### src/hdl/bmmp_pkg.sv
// ----------------------------------------------------------------------------
// bmmp_pkg: shared definitions for the prime-field Berlekamp-Massey unit
// Field constants, Barrett reduction constant, multiplier operation tags and
// the modular add helper used by the sequencer.
// ----------------------------------------------------------------------------
package bmmp_pkg;

	// Field and payload widths fixed by the interface.
	localparam int unsigned TERM_W      = 30;
	localparam int unsigned IDX_OUT_W   = 6;
	localparam int unsigned MAX_LEN_DEF = 32;

	localparam logic [TERM_W-1:0] PRIME = 30'd1000000007;

	// Fermat inverse exponent, scanned from the least significant bit.
	localparam int unsigned       INV_BITS = 30;
	localparam logic [TERM_W-1:0] INV_EXP  = PRIME - 30'd2;

	// Barrett constant floor(2^60 / PRIME); it fits in 31 bits.
	localparam logic [30:0] BARRETT_MU = 31'((64'd1 << 60) / 64'(PRIME));

	// Operation tags carried alongside each product.
	localparam logic [2:0] OP_DISC   = 3'd0;
	localparam logic [2:0] OP_INVACC = 3'd1;
	localparam logic [2:0] OP_INVSQ  = 3'd2;
	localparam logic [2:0] OP_QUOT   = 3'd3;
	localparam logic [2:0] OP_UPD    = 3'd4;

	typedef struct packed {
		logic [2:0]           kind;
		logic [IDX_OUT_W-1:0] idx;
		logic [TERM_W-1:0]    addend;
	} mm_aux_t;

	// Sum of two residues, reduced once.
	function automatic logic [TERM_W-1:0] add_mod(input logic [TERM_W-1:0] a,
			input logic [TERM_W-1:0] b);
		logic [TERM_W:0] s;
		s = {1'b0, a} + {1'b0, b};
		if (s >= {1'b0, PRIME}) begin
			s = s - {1'b0, PRIME};
		end
		return s[TERM_W-1:0];
	endfunction

endpackage

### src/hdl/bmmp_mulmod.sv
// ----------------------------------------------------------------------------
// bmmp_mulmod: pipelined modular multiplier
// Computes a*b mod PRIME in four stages by Barrett reduction and carries a
// tag alongside each product. One new operation may enter every cycle.
// ----------------------------------------------------------------------------
module bmmp_mulmod (
	input  logic                        clk,
	input  logic                        arst_n,
	input  logic                        in_v,
	input  logic [bmmp_pkg::TERM_W-1:0] in_a,
	input  logic [bmmp_pkg::TERM_W-1:0] in_b,
	input  bmmp_pkg::mm_aux_t           in_aux,
	output logic                        out_v,
	output logic [bmmp_pkg::TERM_W-1:0] out_r,
	output bmmp_pkg::mm_aux_t           out_aux
);
	import bmmp_pkg::*;

	logic          v_s1, v_s2, v_s3, v_s4;
	mm_aux_t       aux_s1, aux_s2, aux_s3, aux_s4;
	logic [59:0]   prod_s1;
	logic [30:0]   q_s2;
	logic [31:0]   plo_s2, plo_s3;
	logic [31:0]   qplo_s3;
	logic [TERM_W-1:0] res_s4;

	logic [59:0] prod_w;
	logic [61:0] qfull_w;
	logic [60:0] qp_w;
	logic [31:0] r0_w, r1_w, r2_w;

	assign prod_w  = in_a * in_b;
	assign qfull_w = prod_s1[59:29] * BARRETT_MU;
	assign qp_w    = q_s2 * PRIME;

	// Remainder is below four times the prime; two conditional subtracts.
	always_comb begin
		r0_w = plo_s3 - qplo_s3;
		r1_w = (r0_w >= 32'(2 * PRIME)) ? r0_w - 32'(2 * PRIME) : r0_w;
		r2_w = (r1_w >= 32'(PRIME)) ? r1_w - 32'(PRIME) : r1_w;
	end

	// Stage valids.
	always_ff @(posedge clk or negedge arst_n) begin
		if (!arst_n) begin
			v_s1 <= 1'b0;
			v_s2 <= 1'b0;
			v_s3 <= 1'b0;
			v_s4 <= 1'b0;
		end else begin
			v_s1 <= in_v;
			v_s2 <= v_s1;
			v_s3 <= v_s2;
			v_s4 <= v_s3;
		end
	end

	// Datapath: product, quotient estimate, quotient times prime, remainder.
	always_ff @(posedge clk) begin
		prod_s1 <= prod_w;
		aux_s1  <= in_aux;
		q_s2    <= qfull_w[61:31];
		plo_s2  <= prod_s1[31:0];
		aux_s2  <= aux_s1;
		qplo_s3 <= qp_w[31:0];
		plo_s3  <= plo_s2;
		aux_s3  <= aux_s2;
		res_s4  <= r2_w[TERM_W-1:0];
		aux_s4  <= aux_s3;
	end

	assign out_v   = v_s4;
	assign out_r   = res_s4;
	assign out_aux = aux_s4;

	a_res_reduced: assert property (@(posedge clk) disable iff (!arst_n)
		out_v |-> out_r < PRIME)
		else $error("modular product not fully reduced");
endmodule

### config.mk
export PLATFORM = sky130hd
export DESIGN_NAME = bmmp_mulmod
export DESIGN_NICKNAME = d
export VERILOG_FILES = /design/src/hdl/bmmp_pkg.sv /design/src/hdl/bmmp_mulmod.sv
export SDC_FILE = /design/constraint.sdc
export NUM_CORES = 2
export LEC_CHECK = 0
export BUFFER_PORTS_ARGS = -buffer_cell sky130_fd_sc_hd__buf_2
export CORE_MARGIN = 2
export CORE_UTILIZATION = 46
export CTS_BUF_LIST = sky130_fd_sc_hd__clkbuf_8
export DETAILED_ROUTE_END_ITERATION = 10
export RECOVER_POWER = 50
export SLEW_MARGIN = 15
export SYNTH_ARGS = -nofsm -noshare
export SYNTH_HDL_FRONTEND = slang
export SYNTH_SLANG_ARGS = --single-unit
### constraint.sdc
create_clock -name clk -period 9.5 [get_ports clk]
set_input_delay 1.9 -clock clk [delete_from_list [all_inputs] [get_ports clk]]
set_output_delay 1.9 -clock clk [all_outputs]
set_load 0.01 [all_outputs]
Word-level counts from Yosys, hierarchy flattened. Cells that the tools add are included.

Logic and storage cells: 32. Input bits: 102. Bits in registers: 377. Output and inout port bits: 70.

Multipliers: 3. Mux-type cells: 2. $add $sub $neg: 3. Order comparisons: 2.

Operators by type and width (number): $mul 30x30->60 (1); $mul 31x28->59 const B (1); $ge 32x30->1 const B (1); $ge 32x31->1 const B (1); $mul 31x30->32 const B (1); $mux 32 (1); $sub 32x31->32 const B (1); $sub 32x32->32 (1); $mux 30 (1); $sub 30x30->30 const B (1).

Longest topological paths before layout.
Word-level depth: 5. Depth in mapped cells: 37. Depth with buffers taken out: 36.

Least setup slack after synthesis. No wires, ideal clock.

Path type: input -> register. Start point: input in_b[7] (netlist name). End point: register prod_s1[57]. Required time: 9428 ps. Data arrival time: 9722 ps. Setup time: 72 ps. Stages on the path: 33. Slack: -295 ps. Buffers on the path: 1. Cells stage by stage: clkbuf_1 > and2_1 > fa_1 > fa_1 > inv_1 > fa_1 > fa_1 > inv_1 > fa_1 > fa_1 > fa_1 > inv_1 > fa_1 > inv_1 > ha_1 > a21o_1 > a21oi_1 > nor2b_1 > nand2_1 > a211oi_1 > nor3_1 > o41a_1 > o21ai_0 > a21oi_1 > o31ai_1 > a211o_1 > nand2_1 > a21oi_1 > o21bai_1 > a21oi_1 > o21bai_1 > a21oi_1 > xnor2_1.

Cells in the longest elaborated chain, start to end: 1.

RTL lines: from (decl) (line bmmp_mulmod.sv:11) `input logic [bmmp_pkg::TERM_W-1:0] in_b,`; $mul 30x30->60 (line bmmp_mulmod.sv:32) `assign prod_w = in_a * in_b;`; net prod_w[57] (line bmmp_mulmod.sv:27) `logic [59:0] prod_w;`; to (signal assigned) (line bmmp_mulmod.sv:60) `prod_s1 <= prod_w;`; to (decl) (line bmmp_mulmod.sv:21) `logic [59:0] prod_s1;`.

The timed path passes the listed nets, and every way through them passes these cells.

Final worst setup path.
Start point: input in_b[6] (netlist name). End point: register prod_s1[57].

Same word-level chain as after synthesis.

==> flow_metrics.py <==
metrics = {
    "outcome": {
        "status": "finished clean",
    },
    "place": {
        "dpl_cell_area_um2": 64450,
        "gp_congestion": 0.8971,
        "portBuffers": 171,
        "detailed_place_hpwl_um": 124500,
    },
    "detailed_routing": {
        "drt_iter0_markers": 1943,
        "finalWirelength_um": 140500,
        "num_vias": 39980,
        "remaining_drc_errors": 0,
        "postRouteAntennaNets": 0,
        "post_drt_via_cell_ratio": 4.898,
        "wl_per_cell_um": 17.22,
        "dr.pass1.iters": 6,
    },
    "yosys": {
        "ys.flop_type": "dfxtp_1",
        "synth_edf_count": 0,
        "ys_warn_count": 0,
        "async_flop_share": 0.01061,
        "netlist_area_um2": 60370,
        "synthesis.nets": 8224,
        "postSynthCellCount": 6103,
        "ys_types": 103,
        "postSynthAreaPerCell_um2": 9.892,
        "synth_seq_cells": 377,
        "seq_area_frac_synth": 0.1253,
    },
    "cts": {
        "clockRootBuffer": "clkbuf_8",
        "ctsHtreeMaxLevel": 2,
        "ctsLongestPathBuffers": 3,
        "cts_hold_buf": 0,
        "clock_latency_ps": 680,
        "cts_tree": "yes",
        "clk_pin_slew_worst_paths_ps": 60,
        "cts_sinks": 377,
        "cts_buffers": 58,
    },
    "cells_and_area": {
        "n_fill_cell": 12020,
        "final_area_um2": 66090,
        "multi_input_area_um2": 46430,
        "synthToLayoutAreaGrowth_pct": 9.474,
        "layout_common_cells": "inv_1, fa_1, ha_1",
        "final_common_cell": "inv_1",
        "final_nets": 8491,
        "drive_above_1_share": 0.09051,
        "post-route-util": 0.5091,
        "regArea_um2": 7567,
    },
    "floorplanning": {
        "die_w_um": 366.3,
        "start_util": 0.4650,
        "std_cell_rows": 132,
        "io_pins": 172,
        "die_h_um": 366.3,
        "coreArea_um2": 129800,
        "dieArea_um2": 134200,
    },
    "setup_path": {
        "worstRegToRegCells": 28,
        "r2r_start": "prod_s1[47]",
        "regToRegEndpoint": "q_s2[30]",
        "critPathMaxFanout": 9,
        "start_kind": "primary input",
        "crit_path_frequent_cell": "fa_1",
        "cp-end-kind": "register",
        "crit_arrival_ps": 9760,
        "cp.required_ps": 10110,
        "r2r_slack_ps": 700,
        "cpMaxStageDelayCell": "fa_1",
        "crit_start": "in_b[6]",
        "slowest_delay_ps": 560,
        "critPathCapture": "prod_s1[57]",
        "crit_type": "primary input to register",
    },
    "grt": {
        "grt_pass1_wl_um": 232700,
        "grt_pass1_vias": 43500,
        "antenna_found_initial": 9,
        "grt_max_degree": 31,
        "track_usage": 0.2172,
        "grt_overflow": 0,
    },
    "worst_hold_path": {
        "min-delay-start": "plo_s2[23]",
        "min_path_cells": 0,
        "hold_path_class": "register to register",
    },
    "run": {
        "maxCapViolCount": 0,
    },
    "timing": {
        "maxSlewViolCount": 0,
        "slew_headroom": 0.3574,
        "finalCritPeriodShare": 0.9638,
        "finalHoldViolCount": 0,
        "post-route-min-period_ps": 9156,
        "setup_viol": 0,
        "finClkSkew_ps": 48.66,
        "worst_pin_slew_ps": 957.0,
        "max_freq_mhz": 109.2,
    },
}
worst max-delay path: cells and delay by family:
kind                       cells  cell delay (ps)
AOI/OAI and AO/OA             13             2360
buffers and inverters          5              400
and+or+nand+nor                5              650
adders and majority gates      9             4290
xor gates and xnor gates       1              130
synth_stat cells, types with 58 or more instances:
master | number | area share
a21oi_1 | 117 | 0.0097
and2_1 | 534 | 0.055
clkbuf_1 | 190 | 0.012
dfxtp_1 | 373 | 0.12
fa_1 | 1224 | 0.41
ha_1 | 795 | 0.16
inv_1 | 1519 | 0.094
nand2_1 | 476 | 0.030
nor2_1 | 111 | 0.0069
o21ai_0 | 64 | 0.0053
xnor2_1 | 159 | 0.023
xor2_1 | 58 | 0.0084
sequential cells by signal, indices dropped and copies added, names as in the netlist, 30 cells and up:
signal and count:
prod_s1 60, plo_s3 32, qplo_s3 32, out_aux 39, plo_s2 32, aux_s1 39
out_r 30, q_s2 31, aux_s2 39, aux_s3 39
per-layer routing:
| layer | global-route usage | vias up | share of wire |
|---|---|---|---|
| li1 | - | 18830 | - |
| met1 | 0.3140 | 20140 | 0.48 |
| met2 | 0.3475 | 858 | 0.45 |
| met3 | 0.03626 | 145 | 0.060 |
| met4 | 0.03640 | 14 | 0.017 |
| met5 | 0 | - | 0.00066 |
worst min path at each step:
stage | endpoint | slack [ps]
5_1_grt | plo_s3[23] | 310
3_3_place_gp | aux_s3[6] | 310
2_1_floorplan | aux_s2[0] | 310
4_1_cts | plo_s3[23] | 280
6_report | plo_s3[23] | 290
3_5_place_dp | aux_s3[11] | 310
timing repair:
action | CTS | global route
resized for setup | 0 | 22
endpoints found under the setup margin | 0 | 8
setup buffers | 0 | 5
area by class of cell:
| cell class | instances | area share |
|---|---|---|
| multi-input combinational | 4006 | 0.7026 |
| sequential | 377 | 0.1145 |
| inverter | 1520 | 0.08633 |
| timing repair buffer | 407 | 0.04061 |
| tap | 1742 | 0.03298 |
| clock buffer | 73 | 0.01520 |
| clock inverter | 36 | 0.007743 |
| antenna | 2 | 0.00007573 |
through the flow:
step	setup slack (ps)	TNS, ps	hold WS, ps	cells
2_1_floorplan	6.758	0	309.6	6103
3_3_place_gp	-605.4	-4030	309.6	8047
3_5_place_dp	-637.1	-4637	312.1	8047
4_1_cts	115.6	0	283.8	8156
5_1_grt	-33.83	-47.79	306.7	8162
6_report	343.9	0	292.2	8163
logic make-up (layout without fill, tap and decap cells):
group           count (synthesis)  in the layout  synth area share
xor+xnor                      221            221           0.03275
compound gates                439            439           0.05105
buf+inv                      1720           2036            0.1073
other cells                     0              2                 0
simple gates                 1321           1321            0.1119
mux                             6              6          0.001057
flops                         377            377            0.1253
fa+ha+maj                    2019           2019            0.5707
Power is left out: the tool's default activity adds up to more than one toggle a clock period on the data nets, which glitch-free logic cannot reach.
