**config.mk**
```make
export PLATFORM = sky130hd
export DESIGN_NAME = bmmp_ram
export DESIGN_NICKNAME = d
export VERILOG_FILES = /design/src/hdl/bmmp_ram.sv
export SDC_FILE = /design/constraint.sdc
export NUM_CORES = 1
export LEC_CHECK = 0
export CORE_AREA = 5 5 244 246
export CTS_CLUSTER_DIAMETER = 60
export CTS_CLUSTER_SIZE = 10
export DETAILED_ROUTE_END_ITERATION = 12
export DIE_AREA = 0 0 249 251
export DONT_BUFFER_PORTS = 1
export GPL_TIMING_DRIVEN = 0
export PLACE_DENSITY = 0.83
export SYNTH_ARGS = -nofsm -noshare
export SYNTH_HDL_FRONTEND = slang
export SYNTH_SLANG_ARGS = --single-unit
```
**constraint.sdc**
```tcl
create_clock -name clk -period 6.3 [get_ports clk]
set_input_delay 0.315 -clock clk [delete_from_list [all_inputs] [get_ports clk]]
set_output_delay 0.315 -clock clk [all_outputs]
set_load 0.03 [all_outputs]
```
**src/hdl/bmmp_ram.sv**
```systemverilog
// ----------------------------------------------------------------------------
// bmmp_ram: generic single-write, single-read memory
// One write port and one read port with a registered read.
// ----------------------------------------------------------------------------
module bmmp_ram #(
	parameter int unsigned WIDTH = 30,
	parameter int unsigned DEPTH = 32
) (
	input  logic                     clk,
	input  logic                     wr_en,
	input  logic [$clog2(DEPTH)-1:0] wr_addr,
	input  logic [WIDTH-1:0]         wr_data,
	input  logic                     rd_en,
	input  logic [$clog2(DEPTH)-1:0] rd_addr,
	output logic [WIDTH-1:0]         rd_data
);
	logic [WIDTH-1:0] mem_q [DEPTH];
	logic [WIDTH-1:0] rd_data_q;

	// Write port, then registered read port.
	always_ff @(posedge clk) begin
		if (wr_en) begin
			mem_q[wr_addr] <= wr_data;
		end
		if (rd_en) begin
			rd_data_q <= mem_q[rd_addr];
		end
	end

	assign rd_data = rd_data_q;
endmodule

```
Word-level counts from Yosys, hierarchy flattened

Memories as Yosys holds them, arrays and structs flattened. A register that Yosys moved wholly into a read port is not among the register bits.
Cells that the tools add are included.
W data, S select, Z words.

Muxes and demuxes: 2

Operators by type and width:

| cell    | count |
|---|---|
| $mux W1 | 2 |

Bits in registers: 0
Memory bits (writable): 960
Input port bits: 43
Logic and storage cells: 3
Memories: 1

Memories:

| name  | depth | width | rd ports | clocked after memory_dff | wr ports | RTL line | text |
|---|---|---|---|---|---|---|---|
| mem_q | 32    | 30    | 1        | 1                        | 1        | 17       | `logic [WIDTH-1:0] mem_q [DEPTH];` |

Longest topological paths before layout

Gate-level depths: netlist (run 1).

Depth in word-level cells: 2
Mapped depth: 8
Depth with buffers taken out: 5

Worst setup path after synthesis (run 1)

No wires, ideal clock.

Path kind: input-to-reg
Start: in wr_addr[1]
End: mem mem_q[12][0] (enable)
Setup time: 0.417 ns
Data arrival time: 2.245 ns
Setup slack: 3.638 ns
Stages on the path: 3
Path buffers: 1
Cell sequence: or3b_2 > clkbuf_1 > nor2_1

RTL lines:

| item            | RTL line | text |
|---|---|---|
| start, declared | 11       | `input logic [$clog2(DEPTH)-1:0] wr_addr,` |
| end, declared   | 17       |  |

No word-level cell before the write port.

Worst setup path after layout (run 1)

Start: in wr_addr[1]
End: mem mem_q[12][15] (enable)

No word-level cell before the write port.

==> results of run 1 <==
cells by family after synthesis:
group	synth area share [%]
flip-flops	77.50
multiplexers	12.53
AO/OA/AOI/OAI	4.795
AND/OR/NAND/NOR	3.109
buffers and inverters	2.071
cell usage after synthesis, types with 3 or more instances:
master    count
nand2_1      92
a21oi_1      90
buf_6        29
nor3_1       30
nand3_1      92
a22oi_1      90
or3b_2        3
buf_1         6
buf_2        26
nand3b_1      5
a22o_1       60
a31oi_1      30
edfxtp_1    990
buf_4        19
clkbuf_1     36
nor2_1       34
mux2i_1     480
final timing paths:
check                 from       endpoint  slack (ns)  cells past startpoint
min             wr_addr[2]   mem_q[11][6]        0.19                      2
min reg2reg  mem_q[27][15]    rd_data[15]        0.70                      4
max reg2reg   mem_q[7][22]    rd_data[22]        4.51                      5
max             wr_addr[1]  mem_q[12][15]        4.22                      3
power breakdown:
| group | switching [mW] | leakage, nW | total [mW] | internal [mW] |
|---|---|---|---|---|
| Combinational | 0.495 | 4.81 | 0.750 | 0.255 |
| Sequential | 0.0655 | 8.94 | 7.43 | 7.36 |
| Clock | 2.27 | 1.34 | 5.25 | 2.99 |
stage by stage:
step,utilization [%],total power [mW],setup slack (ns)
final,76.13,13.43,4.223
after global routing,76.12,13.73,4.177
after CTS,76.12,13.40,4.280
after detailed placement,70.00,8.128,3.623
after global placement,68.80,8.088,2.528
after floorplan,-,7.935,3.638
worst max-delay path, cell delays in order:
cell	delay, ns
or3b_2	0.46
clkbuf_1	0.55
nor2_4	0.99
layer usage:
| layer | global-route usage (%) | wire (um) | part of all wire, % | vias up |
|---|---|---|---|---|
| met5 | 0 | 48 | 0.053 | - |
| met4 | 10.64 | 3375 | 3.8 | 8 |
| met3 | 6.404 | 9389 | 10 | 234 |
| met2 | 47.28 | 44750 | 50 | 1302 |
| met1 | 37.11 | 32430 | 36 | 10490 |
| li1 | - | - | - | 8757 |
flip-flops by register name, summed over array words and instances, names as in the netlist:
name,flops
mem_q,960
rd_data,30
layout make-up:
class / count / area, sq um / share of cell area, %
Timing Repair Buffer: 74 / 1216 / 2.795
Tap cell: 765 / 957.2 / 2.200
Clock buffer: 108 / 2703 / 6.212
Multi-Input combinational cell: 1013 / 8077 / 18.56
Clock inverter: 2 / 25.02 / 0.05752
Antenna cell: 2 / 5.005 / 0.01150
Sequential cell: 990 / 29730 / 68.33
Buffer: 119 / 794.5 / 1.826
repair_timing:
item | 4_1_cts | 5_1_grt
hold buffers | 54 | 0
setup endpoints to repair | 0 | 0
hold endpoints to repair | 990 | 0
setup buffers | 0 | 0
==> run metrics, run 1 <==
routed vias 20790; Total GRT Usage 28.27%; Initial Util 67.13%; Synth Cell Area 38360 sq um; max-slew violation count 0; Rel. slew slack 11.16%; status finished clean; post-synth top area share 77.50%; CTS Sinks 990; initial antenna violation count 4; nets 2349; ANT nets after route 0; Post-CTS Resized 0; CTS max path bufs 3; Rows 88; # fillers 2894; crit path DAT 2.35 ns; DPL Wire Length 52650 um; Ys Warns 0; CP Class input pin to flop; most used flip-flop cell after synthesis edfxtp_1; Non-Filler Instances 3073; Placed Area 40000 sq um; Total Routed Length 90000 um; Clk pin slew, worst setup/hold paths 0.06 ns; CTS root buf clkbuf_16; FMAX 481.5 MHz; Finish-stage setup viols 0; #FFs+latches synth 990; DRC Markers 0; unrepaired setup endpoints after global routing false; largest net degree at the start of global routing 33; HP Class input pin to flop; Lkg Pwr 15.10 nW; ys async rst share 0%; Synth area leader edfxtp_1; Area Overhead vs Synth 13.42%; Post-Syn Nets 2165; Top-Level Pins 73; first-pass GRT wire length 131600 um; Via density 6.764; clk_skew 0.02850 ns; Final Critical Period 2.077 ns; Die Width 249 um; global route overflow 0; WL/cell 29.29 um; register area share after synthesis 77.50%; First-pass DRT Iterations 5; I/O Buffers 0; most frequent cells in the layout edfxtp_1 (990), mux2i_1 (480), clkbuf_16 (108); Worst-Skew Late Latency 0.65 ns; Placer Congestion 0.8656; average size of a mapped cell 18.08 sq um; vias in the first global route 21300; die area 62500 sq um; placed cell count 2907; Final Cycle Share 32.97%; depth of the CTS H-tree 3; sum of negative setup slack 0 ns; Post-synth EDFFs 990; Synth area leaders edfxtp_1 (78%), mux2i_1 (13%), a22oi_1 (1.8%), a22o_1 (1.4%), nand3_1 (1.2%); Hold Vio Cnt, Final 0; Worst setup EP type flop; worst vdd ir 0.2546 mV; commonest non-fill, non-tap cell in the layout edfxtp_1; Die Y 251 um; Critical Path RT 6.57 ns; Placeable Area 57140 sq um; Worst setup SP type input pin; Num CTS Buffers 108; Fin Hold WS 0.1852 ns; Initial DRC Count 2701; CTS tree built; design area 43510 sq um; CP max FO 30; fraction of layout cells with a size suffix above 1 11.54%; post-synthesis cell type count 25; cell area power density 308.6 nW/um^2; Slew @ Worst Pin 1.333 ns; Post-Synthesis Cells 2122; max_cap viols 0
Power figures use the tool's default switching activity.
==> run 2, diff against run 1 <==
==> config.mk (replaced) <==
export PLATFORM = sky130hd
export DESIGN_NAME = bmmp_ram
export DESIGN_NICKNAME = d
export VERILOG_FILES = /design/src/hdl/bmmp_ram.sv
export SDC_FILE = /design/constraint.sdc
export NUM_CORES = 1
export LEC_CHECK = 0
export CORE_AREA = 5 5 253 255
export CTS_CLUSTER_DIAMETER = 60
export CTS_CLUSTER_SIZE = 10
export DETAILED_ROUTE_END_ITERATION = 12
export DIE_AREA = 0 0 258 260
export DONT_BUFFER_PORTS = 1
export GPL_TIMING_DRIVEN = 0
export PLACE_DENSITY = 0.78
export SYNTH_ARGS = -nofsm -noshare
export SYNTH_HDL_FRONTEND = slang
export SYNTH_SLANG_ARGS = --single-unit
==> constraint.sdc (replaced) <==
create_clock -name clk -period 1.95 [get_ports clk]
set_input_delay 0.0975 -clock clk [delete_from_list [all_inputs] [get_ports clk]]
set_output_delay 0.0975 -clock clk [all_outputs]
set_load 0.03 [all_outputs]
==> run 2 against run 1 <==
Net effect:
- largest power group unchanged
- clock-buffer cell count increased by 3
- setup slack worse by 4.1 ns
- critical path depth unchanged
- non-clock buffer count decreased by 2
- sequential cell count unchanged
- critical endpoint is now mem_q[20][14]
==> run metrics, run 2 (synthesis gave the netlist of run 1 again) <==
status finished clean (unchanged); worst vdd ir 0.8605 mV (was 0.2546 mV); CTS max path bufs 3 (unchanged); depth of the CTS H-tree 3 (unchanged); Clk pin slew, worst setup/hold paths 0.06 ns (about the same); setup slack, reg-to-reg 0.13 ns (was 4.51 ns); R2R cell count 5 (unchanged); FF-to-FF End rd_data[7] (was rd_data[22]); Placeable Area 61370 sq um (was 57140 sq um); routed vias 20060 (was 20790); die area 67080 sq um (was 62500 sq um); Worst-Skew Late Latency 0.66 ns (was 0.65 ns); Placer Congestion 0.8639 (was 0.8656); total power 43.55 mW (was 13.43 mW); commonest non-fill, non-tap cell in the layout edfxtp_1 (unchanged); Biggest register mem_q (unchanged); max-slew violation count 0 (unchanged); Largest register FFs 960 (unchanged); Initial DRC Count 2116 (was 2701); Final Cycle Share 95.84%; Via density 6.468 (was 6.764); Die Y 260 um (was 251 um); global route overflow 0 (unchanged); Worst setup EP type flop (unchanged); Finish-stage setup viols 0 (unchanged); CP max FO 30 (unchanged); most frequent cells in the layout edfxtp_1 (990), mux2i_1 (480), clkbuf_16 (111) (was edfxtp_1 (990), mux2i_1 (480), clkbuf_16 (108)); Lkg Pwr 15.11 nW (was 15.10 nW); WL/cell 27.50 um (was 29.29 um); Num CTS Buffers 108 (unchanged); cell area power density 1000 nW/um^2 (was 308.6 nW/um^2); nets 2347 (was 2349); Final Critical Period 1.869 ns; setup repair bufs after CTS 0 (unchanged); Post-CTS Resized 0 (unchanged); # fillers 3494 (was 2894); CTS Sinks 990 (unchanged); CTS root buf clkbuf_16 (unchanged); vias in the first global route 20220 (was 21300); DPL Wire Length 51190 um (was 52650 um); largest net degree at the start of global routing 33 (unchanged); FMAX 535.1 MHz; sum of negative setup slack 0 ns (unchanged); first-pass GRT wire length 125400 um (was 131600 um); DRC Markers 0 (unchanged); I/O Buffers 0 (unchanged); Die Width 258 um (was 249 um); Initial Util 62.50% (was 67.13%); CP Class input pin to flop (unchanged); max_cap viols 0 (unchanged); Rows 91 (was 88); HP Class input pin to flop (unchanged); First-pass DRT Iterations 5 (unchanged); Worst setup SP type input pin (unchanged); fraction of layout cells with a size suffix above 1 11.52% (was 11.54%); hold endpoint mem_q[19][2] (was mem_q[11][6]); clk_skew 0.01027 ns (was 0.02850 ns); CTS tree built (unchanged); Total GRT Usage 25.16% (was 28.27%); Area Overhead vs Synth 13.52% (was 13.42%); crit path DAT 2.13 ns (was 2.35 ns); ANT nets after route 0 (unchanged); Hold Crit Depth 2 (unchanged); Rel. slew slack 14.88% (was 11.16%); Slew @ Worst Pin 1.277 ns (was 1.333 ns); unrepaired setup endpoints after global routing false (unchanged); Total Routed Length 85270 um (was 90000 um); Hold Vio Cnt, Final 0 (unchanged); hold_sp wr_addr[2] (unchanged); Critical Path RT 2.21 ns (was 6.57 ns); initial antenna violation count 1 (was 4); hold buffer count at CTS 55 (was 54); Top-Level Pins 73 (unchanged); RR Startpoint mem_q[2][7] (was mem_q[7][22])
==> run 2: cell types whose count changed in the layout (fill, tap and decap cells not counted) <==
cell / change
buf_16: -3
clkinv_8: +1
buf_12: -2
inv_6: +1
dlygate4sd3_1: +3
clkbuf_16: +3
==> run 2: cell type report <==
cell class,count,area (sq um),area share (%)
Sequential cell,990,29730,68.27
Timing Repair Buffer,72,1124,2.580
Multi-Input combinational cell,1013,8077,18.55
Clock buffer,111,2778,6.379
Buffer,119,794.5,1.825
Clock inverter,4,50.05,0.1149
Tap cell,790,988.4,2.270
Antenna cell,2,5.005,0.01149
==> run 2: stage by stage <==
stage,setup slack (ns),cell area [sq um],instances,hold WS [ns],util [%]
detailed placement,-0.5472,39950,2929,0.1985,65.10
finish,0.08117,43540,3101,0.02412,70.95
floorplan,-0.3864,38410,2122,0.1964,-
global route,0.03804,43540,3100,0.02598,70.95
CTS,0.1482,43540,3099,0.006280,70.95
global placement,-1.507,39400,2912,0.1989,64.20
==> run 2: routing by layer <==
| layer | share of wire (%) | up-vias | track usage [%] | wire length, um |
|---|---|---|---|---|
| met3 | 9.7 | 125 | 4.398 | 8303 |
| met1 | 38 | 10100 | 34.50 | 32320 |
| met5 | 0 | - | 0 | 0 |
| met4 | 2.3 | 0 | 7.238 | 1977 |
| li1 | - | 8753 | - | - |
| met2 | 50 | 1084 | 42.38 | 42670 |
==> run 2: power breakdown <==
part           leakage [nW]  internal, mW  switching, mW
registers              8.94          23.8          0.202
clock network          1.39          9.92           7.27
logic                  4.77         0.816           1.57
total                  15.1          34.5           9.04
==> run 2: critical path: stages <==
cell	delay, ns
or3b_2	0.44
clkbuf_1	0.52
nor2_4	1.04
==> run 2: how the worst max path moves through the flow <==
stage	from	endpoint	slack (ns)	cells after the start
after global routing	rd_addr[1]	rd_data[27]	0.04	7
after detailed placement	wr_addr[1]	mem_q[0][9]	-0.55	3
after floorplan	wr_addr[3]	mem_q[18][0]	-0.39	2
after CTS	wr_addr[1]	mem_q[4][26]	0.15	3
final	wr_addr[1]	mem_q[20][14]	0.08	3
after global placement	wr_addr[1]	mem_q[9][15]	-1.51	2
