## src/hdl/bmmp_pkg.sv

```systemverilog
// ----------------------------------------------------------------------------
// bmmp_pkg: shared definitions for the prime-field Berlekamp-Massey unit
// Field constants, Barrett reduction constant, multiplier operation tags and
// the modular add helper used by the sequencer.
// ----------------------------------------------------------------------------
package bmmp_pkg;

	// Field and payload widths fixed by the interface.
	localparam int unsigned TERM_W      = 30;
	localparam int unsigned IDX_OUT_W   = 6;
	localparam int unsigned MAX_LEN_DEF = 32;

	localparam logic [TERM_W-1:0] PRIME = 30'd1000000007;

	// Fermat inverse exponent, scanned from the least significant bit.
	localparam int unsigned       INV_BITS = 30;
	localparam logic [TERM_W-1:0] INV_EXP  = PRIME - 30'd2;

	// Barrett constant floor(2^60 / PRIME); it fits in 31 bits.
	localparam logic [30:0] BARRETT_MU = 31'((64'd1 << 60) / 64'(PRIME));

	// Operation tags carried alongside each product.
	localparam logic [2:0] OP_DISC   = 3'd0;
	localparam logic [2:0] OP_INVACC = 3'd1;
	localparam logic [2:0] OP_INVSQ  = 3'd2;
	localparam logic [2:0] OP_QUOT   = 3'd3;
	localparam logic [2:0] OP_UPD    = 3'd4;

	typedef struct packed {
		logic [2:0]           kind;
		logic [IDX_OUT_W-1:0] idx;
		logic [TERM_W-1:0]    addend;
	} mm_aux_t;

	// Sum of two residues, reduced once.
	function automatic logic [TERM_W-1:0] add_mod(input logic [TERM_W-1:0] a,
			input logic [TERM_W-1:0] b);
		logic [TERM_W:0] s;
		s = {1'b0, a} + {1'b0, b};
		if (s >= {1'b0, PRIME}) begin
			s = s - {1'b0, PRIME};
		end
		return s[TERM_W-1:0];
	endfunction

endpackage

```

## src/hdl/bmmp_ram.sv

```systemverilog
// ----------------------------------------------------------------------------
// bmmp_ram: generic single-write, single-read memory
// One write port and one read port with a registered read.
// ----------------------------------------------------------------------------
module bmmp_ram #(
	parameter int unsigned WIDTH = 30,
	parameter int unsigned DEPTH = 32
) (
	input  logic                     clk,
	input  logic                     wr_en,
	input  logic [$clog2(DEPTH)-1:0] wr_addr,
	input  logic [WIDTH-1:0]         wr_data,
	input  logic                     rd_en,
	input  logic [$clog2(DEPTH)-1:0] rd_addr,
	output logic [WIDTH-1:0]         rd_data
);
	logic [WIDTH-1:0] mem_q [DEPTH];
	logic [WIDTH-1:0] rd_data_q;

	// Write port, then registered read port.
	always_ff @(posedge clk) begin
		if (wr_en) begin
			mem_q[wr_addr] <= wr_data;
		end
		if (rd_en) begin
			rd_data_q <= mem_q[rd_addr];
		end
	end

	assign rd_data = rd_data_q;
endmodule

```

## src/hdl/bmmp_poly_bank.sv

```systemverilog
// ----------------------------------------------------------------------------
// bmmp_poly_bank: one polynomial store with per-entry valid flags
// An entry never written since the last clear reads as the polynomial one:
// the constant term is one and all others are zero.
// ----------------------------------------------------------------------------
module bmmp_poly_bank #(
	parameter int unsigned DEPTH = 33
) (
	input  logic                          clk,
	input  logic                          arst_n,
	input  logic                          clr,
	input  logic                          wr_en,
	input  logic [$clog2(DEPTH)-1:0]      wr_addr,
	input  logic [bmmp_pkg::TERM_W-1:0]   wr_data,
	input  logic                          rd_en,
	input  logic [$clog2(DEPTH)-1:0]      rd_addr,
	output logic [bmmp_pkg::TERM_W-1:0]   rd_data
);
	import bmmp_pkg::*;

	localparam int unsigned AW = $clog2(DEPTH);

	logic [DEPTH-1:0]  valid_q;
	logic              rd_vld_q;
	logic              rd_zero_q;
	logic [TERM_W-1:0] ram_rd;

	bmmp_ram #(.WIDTH(TERM_W), .DEPTH(DEPTH)) u_ram (
		.clk     (clk),
		.wr_en   (wr_en),
		.wr_addr (wr_addr),
		.wr_data (wr_data),
		.rd_en   (rd_en),
		.rd_addr (rd_addr),
		.rd_data (ram_rd)
	);

	// Valid flags: set on write, all cleared at once.
	always_ff @(posedge clk or negedge arst_n) begin
		if (!arst_n) begin
			valid_q   <= '0;
			rd_vld_q  <= 1'b0;
			rd_zero_q <= 1'b0;
		end else begin
			if (clr) begin
				valid_q <= '0;
			end else if (wr_en) begin
				valid_q[wr_addr] <= 1'b1;
			end
			if (rd_en) begin
				rd_vld_q  <= valid_q[rd_addr];
				rd_zero_q <= (rd_addr == AW'(0));
			end
		end
	end

	// Unwritten entries take their reset value.
	assign rd_data = rd_vld_q ? ram_rd : (rd_zero_q ? TERM_W'(1) : '0);
endmodule

```

## config.mk

```make
export PLATFORM = sky130hd
export DESIGN_NAME = bmmp_poly_bank
export DESIGN_NICKNAME = d
export VERILOG_FILES = /design/src/hdl/bmmp_pkg.sv /design/src/hdl/bmmp_ram.sv /design/src/hdl/bmmp_poly_bank.sv
export SDC_FILE = /design/constraint.sdc
export NUM_CORES = 1
export LEC_CHECK = 0
export ABC_AREA = 0
export BUFFER_PORTS_ARGS = -buffer_cell sky130_fd_sc_hd__buf_4
export CAP_MARGIN = 30
export CORE_ASPECT_RATIO = 1.75
export CORE_MARGIN = 3
export CORE_UTILIZATION = 55
export CTS_CLUSTER_DIAMETER = 30
export CTS_CLUSTER_SIZE = 25
export DETAILED_ROUTE_END_ITERATION = 6
export PLACE_DENSITY = 0.7
export SLEW_MARGIN = 10
export SYNTH_ARGS = -nofsm -noshare
export SYNTH_HDL_FRONTEND = slang
export SYNTH_SLANG_ARGS = --single-unit
```

## constraint.sdc

```tcl
create_clock -name clk -period 2.25 [get_ports clk]
set_clock_uncertainty 0.15 [all_clocks]
set_input_delay 0.675 -clock clk [delete_from_list [all_inputs] [get_ports clk]]
set_output_delay 0.675 -clock clk [all_outputs]
set_load 0.02 [all_outputs]
```

---- Word level (Yosys, flattened, before mapping) ----
Memory sizes are Yosys's and may differ from the RTL's. A register that Yosys moved wholly into a read port is not among the register bits.
Index checks and enable logic that the tools add are counted.
cells by class
  magnitude comparators ................... 3
  reductions and logical operators ........ 3
  mux-type cells .......................... 10
  bitwise operators ....................... 1
operators with widths
  cell                                                                count
  2-to-1 mux 33 bit                                                   2
  bitwise OR 33 bit                                                   1
  2-to-1 mux 30 bit                                                   1
  less-than comparator 6 x 7 -> 1 bit (second input constant)         2
  binary-select mux 1 bit (select 6 bit)                              1
  demux 1 bit (select 6 bit)                                          1
  greater-or-equal comparator 6 x 1 -> 1 bit (second input constant)  1
  logical NOT 6 bit                                                   1
  2-to-1 mux 1 bit                                                    5
  nonzero test 2 bit                                                  1
  logical AND 1 bit                                                   1
storage, ports and cells
  word-level logic and storage cells ...... 21
  bits in registers ....................... 35
  memory bits (writable) .................. 990
  bits of input ports ..................... 47
  memories kept ........................... 1
  output and inout bits ................... 30
memory list
  memory       words  width  rd ports  clocked after Yosys merged registers in  write ports  RTL line        RTL
  u_ram.mem_q  33     30     1         1                                        1            bmmp_ram.sv:17  logic [WIDTH-1:0] mem_q [DEPTH];

---- Depth between registers and ports, before layout ----
Gate-level depths: netlist of the first run.
  depth after elaboration ................. 7
  depth in mapped cells ................... 9
  mapped depth without buffers ............ 4

---- Hierarchy ----
Synthesis of the first run repeated with hierarchy kept, for this count alone.
second synthesis, totals
  cells, all modules ...................... 2258
  area total of the unflattened synthesis .. 41722.5 sq um
modules (own cells, without submodules)
  module          sequential area each (sq um)  times used  area an instance (sq um)  cells an instance
  bmmp_ram        30629.4                       1           39878.2                   2073
  bmmp_poly_bank  875.8                         1           1844.3                    185

---- Worst setup path before layout of the first run ----
No wires, ideal clock.
  kind .................................... input to register
  from .................................... in wr_addr[3]
  to ...................................... mem u_ram.mem_q[5][0] (enable)
  slack ................................... -1.168 ns
  data arrival time ....................... 2.849 ns
  stages .................................. 3
  library setup time ...................... 0.419 ns
  required time ........................... 1.681 ns
  cells stage by stage .................... or4b_2 > clkbuf_1 > nor2_1
RTL lines
  item             RTL line              RTL
  start, declared  bmmp_poly_bank.sv:13  input logic [$clog2(DEPTH)-1:0] wr_addr,
  end, declared    bmmp_ram.sv:17
No word-level cell before the write port.

---- Worst setup path after layout of the first run ----
  from .................................... reg rd_vld_q
  to ...................................... out rd_data[11] (netlist bit)
on the way
  word-level cells in the longest chain between the ends .. 1
RTL lines
  item                    RTL line              RTL
  start, declared         bmmp_poly_bank.sv:24  logic rd_vld_q;
  start signal, assigned  bmmp_poly_bank.sv:51  rd_vld_q <= valid_q[rd_addr];
  2-to-1 mux 30 bit       bmmp_poly_bank.sv:58  assign rd_data = rd_vld_q ? ram_rd : (rd_zero_q ? TERM_W'(1) : '0);
  end, declared           bmmp_poly_bank.sv:17  output logic [bmmp_pkg::TERM_W-1:0] rd_data
Every way passes these cells.

==> results of run 1 <==
==> power by group <==
part / internal, mW / switching, mW
Clock: 11.2 / 8.53
Sequential: 21.7 / 0.0603
Combinational: 1.04 / 1.24
==> final cells by class <==
cell class | count | area (µm²) | area share
clock buffer | 125 | 3010 | 0.0612
multi-input combinational | 677 | 8720 | 0.177
timing repair buffer | 321 | 3630 | 0.0738
inverter | 2 | 7.51 | 0.000153
tap | 924 | 1160 | 0.0235
clock inverter | 100 | 1120 | 0.0227
antenna | 3 | 7.51 | 0.000153
sequential | 1055 | 31500 | 0.641
==> worst max path at each step <==
stage,startpoint,end,depth (start not counted),slack (ps)
2_1_floorplan,rd_addr[0],u_ram.rd_data[11],7,-380
3_3_place_gp,rd_addr[0],u_ram.rd_data[3],7,-820
3_5_place_dp,rd_addr[0],u_ram.rd_data[3],7,-880
4_1_cts,rd_vld_q,rd_data[24],3,-320
5_1_grt,rd_vld_q,rd_data[25],3,-320
6_report,rd_vld_q,rd_data[11],3,-280
==> state kept, by name, indices dropped and copies added, names as in the netlist <==
register,flops
rd_zero_q,1
valid_q,33
u_ram.rd_data,30
u_ram.mem_q,990
rd_vld_q,1
==> kinds of logic (layout without fill, tap and decap cells) <==
| family | count (synthesis) | after routing | synth area share |
|---|---|---|---|
| buf+inv | 106 | 548 | 0.0139 |
| mux | 373 | 373 | 0.163 |
| simple gates | 210 | 210 | 0.0246 |
| compound gates | 94 | 94 | 0.0200 |
| flops | 1055 | 1055 | 0.779 |
| other cells | 0 | 3 | 0 |
==> routing by layer <==
layer | up-vias | global-route usage
met5 | - | 0
met4 | 2 | 0.128
met3 | 243 | 0.0534
met2 | 1093 | 0.487
met1 | 10933 | 0.345
li1 | 8424 | -
==> repair_timing <==
item | CTS | global route
setup endpoints to repair | 33 | 44
pin swaps | 0 | 0
hold buffers | 1 | 0
endpoints found under the hold margin | 35 | 0
resized for setup | 50 | 5
==> layout by cell type (no fill, tap or decap), types with 4 or more instances in the layout <==
| master | instances |
|---|---|
| nor2_1 | 95 |
| mux2_2 | 52 |
| buf_6 | 29 |
| bufinv_16 | 9 |
| edfxtp_1 | 1020 |
| a221oi_2 | 4 |
| clkbuf_1 | 5 |
| dfrtp_1 | 34 |
| and2_4 | 14 |
| clkinv_4 | 15 |
| and2_1 | 19 |
| inv_6 | 30 |
| mux4_2 | 222 |
| o221ai_1 | 31 |
| nor2_4 | 33 |
| a22o_1 | 9 |
| a221oi_1 | 26 |
| inv_8 | 15 |
| nor3_1 | 19 |
| buf_4 | 202 |
| mux2i_1 | 99 |
| clkinv_2 | 8 |
| nand3b_1 | 4 |
| clkbuf_16 | 119 |
| a221o_1 | 9 |
| clkinv_8 | 5 |
| buf_12 | 88 |
| clkinvlp_4 | 12 |
==> metrics by stage <==
step / setup TNS, ps / hold slack (ps) / instances / utilization / power, mW
2_1_floorplan: -156010 / 229 / 1838 / - / 23.3
4_1_cts: -8510 / 159 / 3204 / 0.679 / 44.1
3_5_place_dp: -78280 / 337 / 2978 / 0.619 / 24.4
3_3_place_gp: -72200 / 323 / 2978 / 0.619 / 24.4
5_1_grt: -8620 / 196 / 3207 / 0.679 / 45.0
6_report: -7400 / 215 / 3207 / 0.679 / 43.8
==> impl_metrics.csv, run 1 <==
group,metric,value,unit
outcome,outcome,"finished, violations left",
outcome,failed_checks,"setup timing",
route,first_pass_iters,5,
clock_network,cts.sinks,1055,
job,drv_cap,0,
placed_design,place_congestion,0.810,
route,post_drt_wl_per_cell,32.8,µm
placed_design,pre_cts_slack,-885,ps
hold_path,min_path_cells,2,
clock_network,clock_tree.root_cell,"clkbuf_16",
global_routing,grt_util_all_layers,0.281,
floorplan,initial_core_util,0.559,
timing,fmax,395,MHz
logic_synthesis,synth_edf_count,1020,
hold_path,hold_end,"valid_q[3]",
route,first_iter_violations,2312,
logic_synthesis,synth_top_cell_area_share,0.757,
timing,tightest_slew,662,ps
route,wl_met2,55.6,mm
placed_design,placed_area,44800,µm²
clock_network,cts_made_buffers,118,
floorplan,dieArea,77000,µm²
timing,min_period,2530,ps
route,vias_per_cell,6.45,
power_and_ir_drop,power_per_cell_area,891,nW/µm²
finish,num-fill-cells,4394,
timing,rsz0062_at_grt,"true",
clock_network,htreeDepth,3,
global_routing,grt_max_degree,39,
setup_path,reg2regPathDepth,4,
finish,fin_area,49200,µm²
floorplan,num_rows,130,
finish,syn2layout_area_growth,21.5,%
setup_path,cp_num_buf_inv,2,
logic_synthesis,synth.ff_latch_count,1055,
setup_path,criticalPathCategory,"flop to primary output",
logic_synthesis,synth_flop_cell,"edfxtp_1",
hold_path,hp-start,"clr",
route,met3WireLength,8.02,mm
logic_synthesis,synth_cell_types,42,
clock_network,cts_tree,"done",
route,drt_wl_total,105,mm
setup_path,worstPathRequired,1420,ps
setup_path,cp-start-kind,"flop",
timing,relSlewSlack,0.557,
timing,finalSetupViolCount,30,
route,ant_nets,0,
timing,slew_violations,0,
setup_path,cp_max_fo,14,
logic_synthesis,syn_nets,1885,
route,highest_layer,"met5",
clock_network,path_clk_slew,70,ps
logic_synthesis,ys_seq_area_frac,0.779,
placed_design,portBuffers,76,
floorplan,chipHeight,365,µm
finish,drive_gt1_frac,0.384,
global_routing,grt-ovfl-total,0,
logic_synthesis,synth_common_cells,"1020 x edfxtp_1, 222 x mux4_2, 129 x nor2_1",
logic_synthesis,syn_avg_cell_area,22.0,µm²
timing,hold_viol,0,
placed_design,dp_hpwl,65.1,mm
global_routing,grt_antenna_before_repair,4,
clock_network,insertion_delay,710,ps
global_routing,grt_pass1_vias,21863,
logic_synthesis,synthTopCellsByArea,"edfxtp_1 76%, mux4_2 12%, mux2i_1 2.5%, dfrtp_1 2.2%, mux2_2 1.4%",
floorplan,die_w,211,µm
finish,fin_nets,2222,
clock_network,cts_buffer_depth,3,
setup_path,crit_family,"flip-flops",
logic_synthesis,netlist_area,40400,µm²
power_and_ir_drop,p_leak,16.4,nW
clock_network,post_cts_buffers,0,
setup_path,timing.rr.start,"u_ram.mem_q[15][27]",
route,drc,0,
setup_path,end_kind,"primary output",
logic_synthesis,synthArstFlopShare,0.0332,
setup_path,r2r-end,"u_ram.rd_data[27]",
hold_path,hold_class,"input pin to flop",
timing,fin_crit_sh,1.12,
setup_path,slowest_stage,"dfrtp_2",
setup_path,max_stage_delay,490,ps
timing,setup_slack,-281,ps
floorplan,boundaryPins,77,
logic_synthesis,synth_most_common_cell,"edfxtp_1",
floorplan,coreArea,72400,µm²
setup_path,crit_arrival,1710,ps
route,vias,20695,
setup_path,regToRegSetupSlack,190,ps
power_and_ir_drop,ir_worst_vdd,0.807,mV
route,met1_length,36.6,mm
logic_synthesis,ys_warn_count,0,
setup_path,cp_cell_sequence,"buf_12, and2_1, buf_4",
logic_synthesis,syn_inst,1838,
logic_synthesis,synth_top_area_cell,"edfxtp_1",
global_routing,grt_pass1_wl,151,mm
Note: power is estimated with default switching activity, not from simulation.
==> run 2: changes to the inputs <==
--- a/config.mk
+++ b/config.mk
@@ -10,12 +10,14 @@
 export CAP_MARGIN = 30
 export CORE_ASPECT_RATIO = 1.75
 export CORE_MARGIN = 3
-export CORE_UTILIZATION = 55
+export CORE_UTILIZATION = 62
 export CTS_CLUSTER_DIAMETER = 30
 export CTS_CLUSTER_SIZE = 25
 export DETAILED_ROUTE_END_ITERATION = 6
-export PLACE_DENSITY = 0.7
+export PLACE_DENSITY = 0.78
+export SKIP_LAST_GASP = 1
 export SLEW_MARGIN = 10
 export SYNTH_ARGS = -nofsm -noshare
 export SYNTH_HDL_FRONTEND = slang
+export SYNTH_HIERARCHICAL = 1
 export SYNTH_SLANG_ARGS = --single-unit
==> run 2 against run 1 <==
The run still ends with setup timing left. First-iteration DRC count rose by 29%. Final area grew 2.8%. Combinational power up 15%. Critical path depth grew 1. Global-route usage up 4.5 points. Routed wire length increased by 9.5%. Non-clock buffer count up 48. Sequential power is essentially flat. Register-to-register slack better by 230 ps. Area after synthesis grew 3.2%. Cell count grew 12%. Highest routed layer unchanged.
==> impl_metrics.csv, run 2 <==
group,metric,value,unit
route,vias,24197,
route,drt_wl_total,115,mm
timing,fin_hold_ws,223,ps
finish,final_common_cell,"edfxtp_1",
timing,setup_slack,-326,ps
setup_path,regToRegSetupSlack,420,ps
timing,rsz0062_at_grt,"true",
clock_network,htreeDepth,3,
route,vias_per_cell,6.72,
global_routing,grt_antenna_before_repair,7,
outcome,outcome,"finished, violations left",
clock_network,path_clk_slew,60,ps
floorplan,chipHeight,349,µm
setup_path,timing.rr.start,"u_ram/mem_q[13][24]",
setup_path,cp_max_fo,8,
logic_synthesis,synthArstFlopShare,0.0332,
logic_synthesis,synth_most_common_cell,"edfxtp_1",
setup_path,worstPathRequired,1420,ps
placed_design,portBuffers,76,
placed_design,dp_hpwl,65.4,mm
logic_synthesis,synth.ff_latch_count,1055,
route,ant_nets,0,
setup_path,crit_arrival,1750,ps
outcome,failed_checks,"setup timing",
placed_design,placedCellCount,3370,
power_and_ir_drop,switchingPower,9.76,mW
logic_synthesis,synth_top_area_cell,"edfxtp_1",
logic_synthesis,synth_top_cell_area_share,0.734,
floorplan,die_w,202,µm
floorplan,boundaryPins,77,
hold_path,hold_class,"input pin to flop",
power_and_ir_drop,ir_worst_vdd,0.775,mV
setup_path,endpoint,"rd_data[13]",
power_and_ir_drop,p_leak,18.2,nW
timing,finalSetupViolCount,30,
timing,tightest_slew,805,ps
timing,relSlewSlack,0.462,
floorplan,initial_core_util,0.628,
placed_design,place_congestion,0.906,
logic_synthesis,synthTopCellsByArea,"edfxtp_1 73%, mux2i_1 12%, a22oi_1 2.2%, dfrtp_1 2.1%, a221oi_2 1.8%",
global_routing,grt_max_degree,38,
logic_synthesis,synth_flop_cell,"edfxtp_1",
floorplan,num_rows,125,
finish,largest-register,"u_ram/mem_q",
logic_synthesis,syn_nets,2305,
setup_path,cp-start-kind,"flop",
logic_synthesis,synth_cell_types,45,
logic_synthesis,syn_inst,2258,
power_and_ir_drop,power.clock.fraction,0.441,
clock_network,cts_tree,"done",
finish,multi_input_area,9700,µm²
clock_network,cts_made_buffers,117,
logic_synthesis,ys_seq_area_frac,0.755,
setup_path,criticalPathCategory,"flop to primary output",
setup_path,r2r-end,"u_ram/rd_data[24]",
clock_network,cts_buffer_depth,3,
finish,num-fill-cells,3451,
logic_synthesis,ys_warn_count,6,
finish,largest_reg_flops,990,
timing,hold_viol,0,
floorplan,coreArea,66500,µm²
power_and_ir_drop,power.share.sequential,0.499,
logic_synthesis,synth_common_cells,"1020 x edfxtp_1, 483 x mux2i_1, 120 x a22oi_1",
logic_synthesis,syn_avg_cell_area,18.5,µm²
clock_network,cts.sinks,1055,
setup_path,startpoint,"rd_vld_q",
timing,min_period,2580,ps
setup_path,max_stage_delay,440,ps
finish,syn2layout_area_growth,21.1,%
route,post_drt_wl_per_cell,32.0,µm
global_routing,grt_pass1_wl,166,mm
route,first_pass_iters,5,
clock_network,clock_tree.root_cell,"clkbuf_16",
global_routing,grt-ovfl-total,0,
finish,fin_nets,2655,
timing,fmax,388,MHz
global_routing,grt_pass1_vias,25053,
route,drc,0,
power_and_ir_drop,power_per_cell_area,865,nW/µm²
floorplan,dieArea,70600,µm²
setup_path,reg2regPathDepth,5,
route,first_iter_violations,2976,
setup_path,slowest_stage,"dfrtp_2",
clock_network,insertion_delay,680,ps
logic_synthesis,netlist_area,41700,µm²
setup_path,end_kind,"primary output",
logic_synthesis,synth_edf_count,1020,
timing,slew_violations,0,
finish,drive_gt1_frac,0.269,
timing,fin_crit_sh,1.14,
setup_path,cp_cell_sequence,"buf_12, clkbuf_16, and2_1, buf_6",
job,drv_cap,0,
finish,finalNonFillerCells,3599,
finish,final_cell_mix,"1020 x edfxtp_1, 483 x mux2i_1, 233 x buf_4, 120 x a22oi_1, 119 x clkbuf_16",
finish,sequential_cell_area,31500,µm²
power_and_ir_drop,p_int,33.9,mW
power_and_ir_drop,power_frac_comb,0.060,
global_routing,grt_util_all_layers,0.326,
power_and_ir_drop,switching_share,0.223,
==> run 2: cell types whose count changed in the layout (fill, tap and decap cells not counted), sizes merged, moves of 30 or more <==
cell / before / now
a21oi: 1 / 92
a22o: 9 / 60
o221ai: 31 / 0
a22oi: 3 / 120
buf: 319 / 367
o41ai: 0 / 30
a221oi: 30 / 60
nor2: 129 / 72
mux2i: 99 / 483
mux4: 222 / 8
mux2: 52 / 0
nand2: 3 / 37
==> run 2: per-stage QoR <==
step	power, mW	util	cell area, µm²	TNS [ps]	setup slack (ps)
after floorplan	23.5	-	42000	-104590	-156
after global routing	44.8	0.760	50500	-9650	-367
after detailed placement	24.7	0.695	46200	-14970	-494
after CTS	43.8	0.758	50400	-10190	-391
final	43.7	0.760	50500	-8640	-326
after global placement	24.6	0.695	46200	-12200	-411
==> run 2: routing by layer <==
| metal | share of wire | global-route usage | vias to the layer above |
|---|---|---|---|
| li1 | - | - | 9905 |
| met1 | 0.34 | 0.406 | 12239 |
| met2 | 0.51 | 0.549 | 1673 |
| met3 | 0.10 | 0.0628 | 378 |
| met4 | 0.054 | 0.170 | 2 |
| met5 | 0.00013 | 0 | - |
==> run 2: how the worst min path moves through the flow <==
stage	slack, ps	cells after the start	to	startpoint
after floorplan	230	0	rd_vld_q	arst_n
after global placement	320	2	valid_q[19]	valid_q[19]
after detailed placement	340	2	valid_q[19]	valid_q[19]
after CTS	200	2	valid_q[7]	clr
after global routing	220	2	valid_q[13]	clr
final	220	2	valid_q[19]	clr
==> run 2: logic make-up after synthesis <==
group                  after synthesis  synth area share
multiplexers                       491             0.121
buffers and inverters              139            0.0211
flip-flops                        1055             0.755
AO/OA/AOI/OAI                      397            0.0823
AND/OR/NAND/NOR                    176            0.0209
==> run 2: final cells by class <==
type                            count  share of cell area
Multi-Input combinational cell   1064               0.192
Inverter                            1           0.0000743
Clock inverter                     92              0.0201
Sequential cell                  1055               0.624
Clock buffer                      126              0.0590
Tap cell                          889              0.0220
Antenna cell                        3            0.000149
Timing Repair Buffer              369              0.0831
==> run 2: repair_timing <==
action / CTS / global route
pin swaps: 1 / 0
hold buffers: 1 / 0
hold endpoints to repair: 35 / 0
setup buffers: 3 / 2
resized for setup: 35 / 24
setup endpoints to repair: 30 / 30
gates cloned: 2 / 1
==> run 2: power by group through the flow <==
stage	clock network (mW)	logic, mW	registers (mW)
finish	19.3	2.63	21.8
global route	20.3	2.74	21.8
CTS	19.4	2.55	21.8
detailed placement	0	2.45	22.2
global placement	0	2.37	22.2
floorplan	0	1.33	22.2
==> run 2: worst max-delay path: cells and delay by family (launching register included) <==
kind | cells | cell delay (ps)
AND/OR/NAND/NOR | 1 | 150
flip-flops | 1 | 440
buffers and inverters | 3 | 460
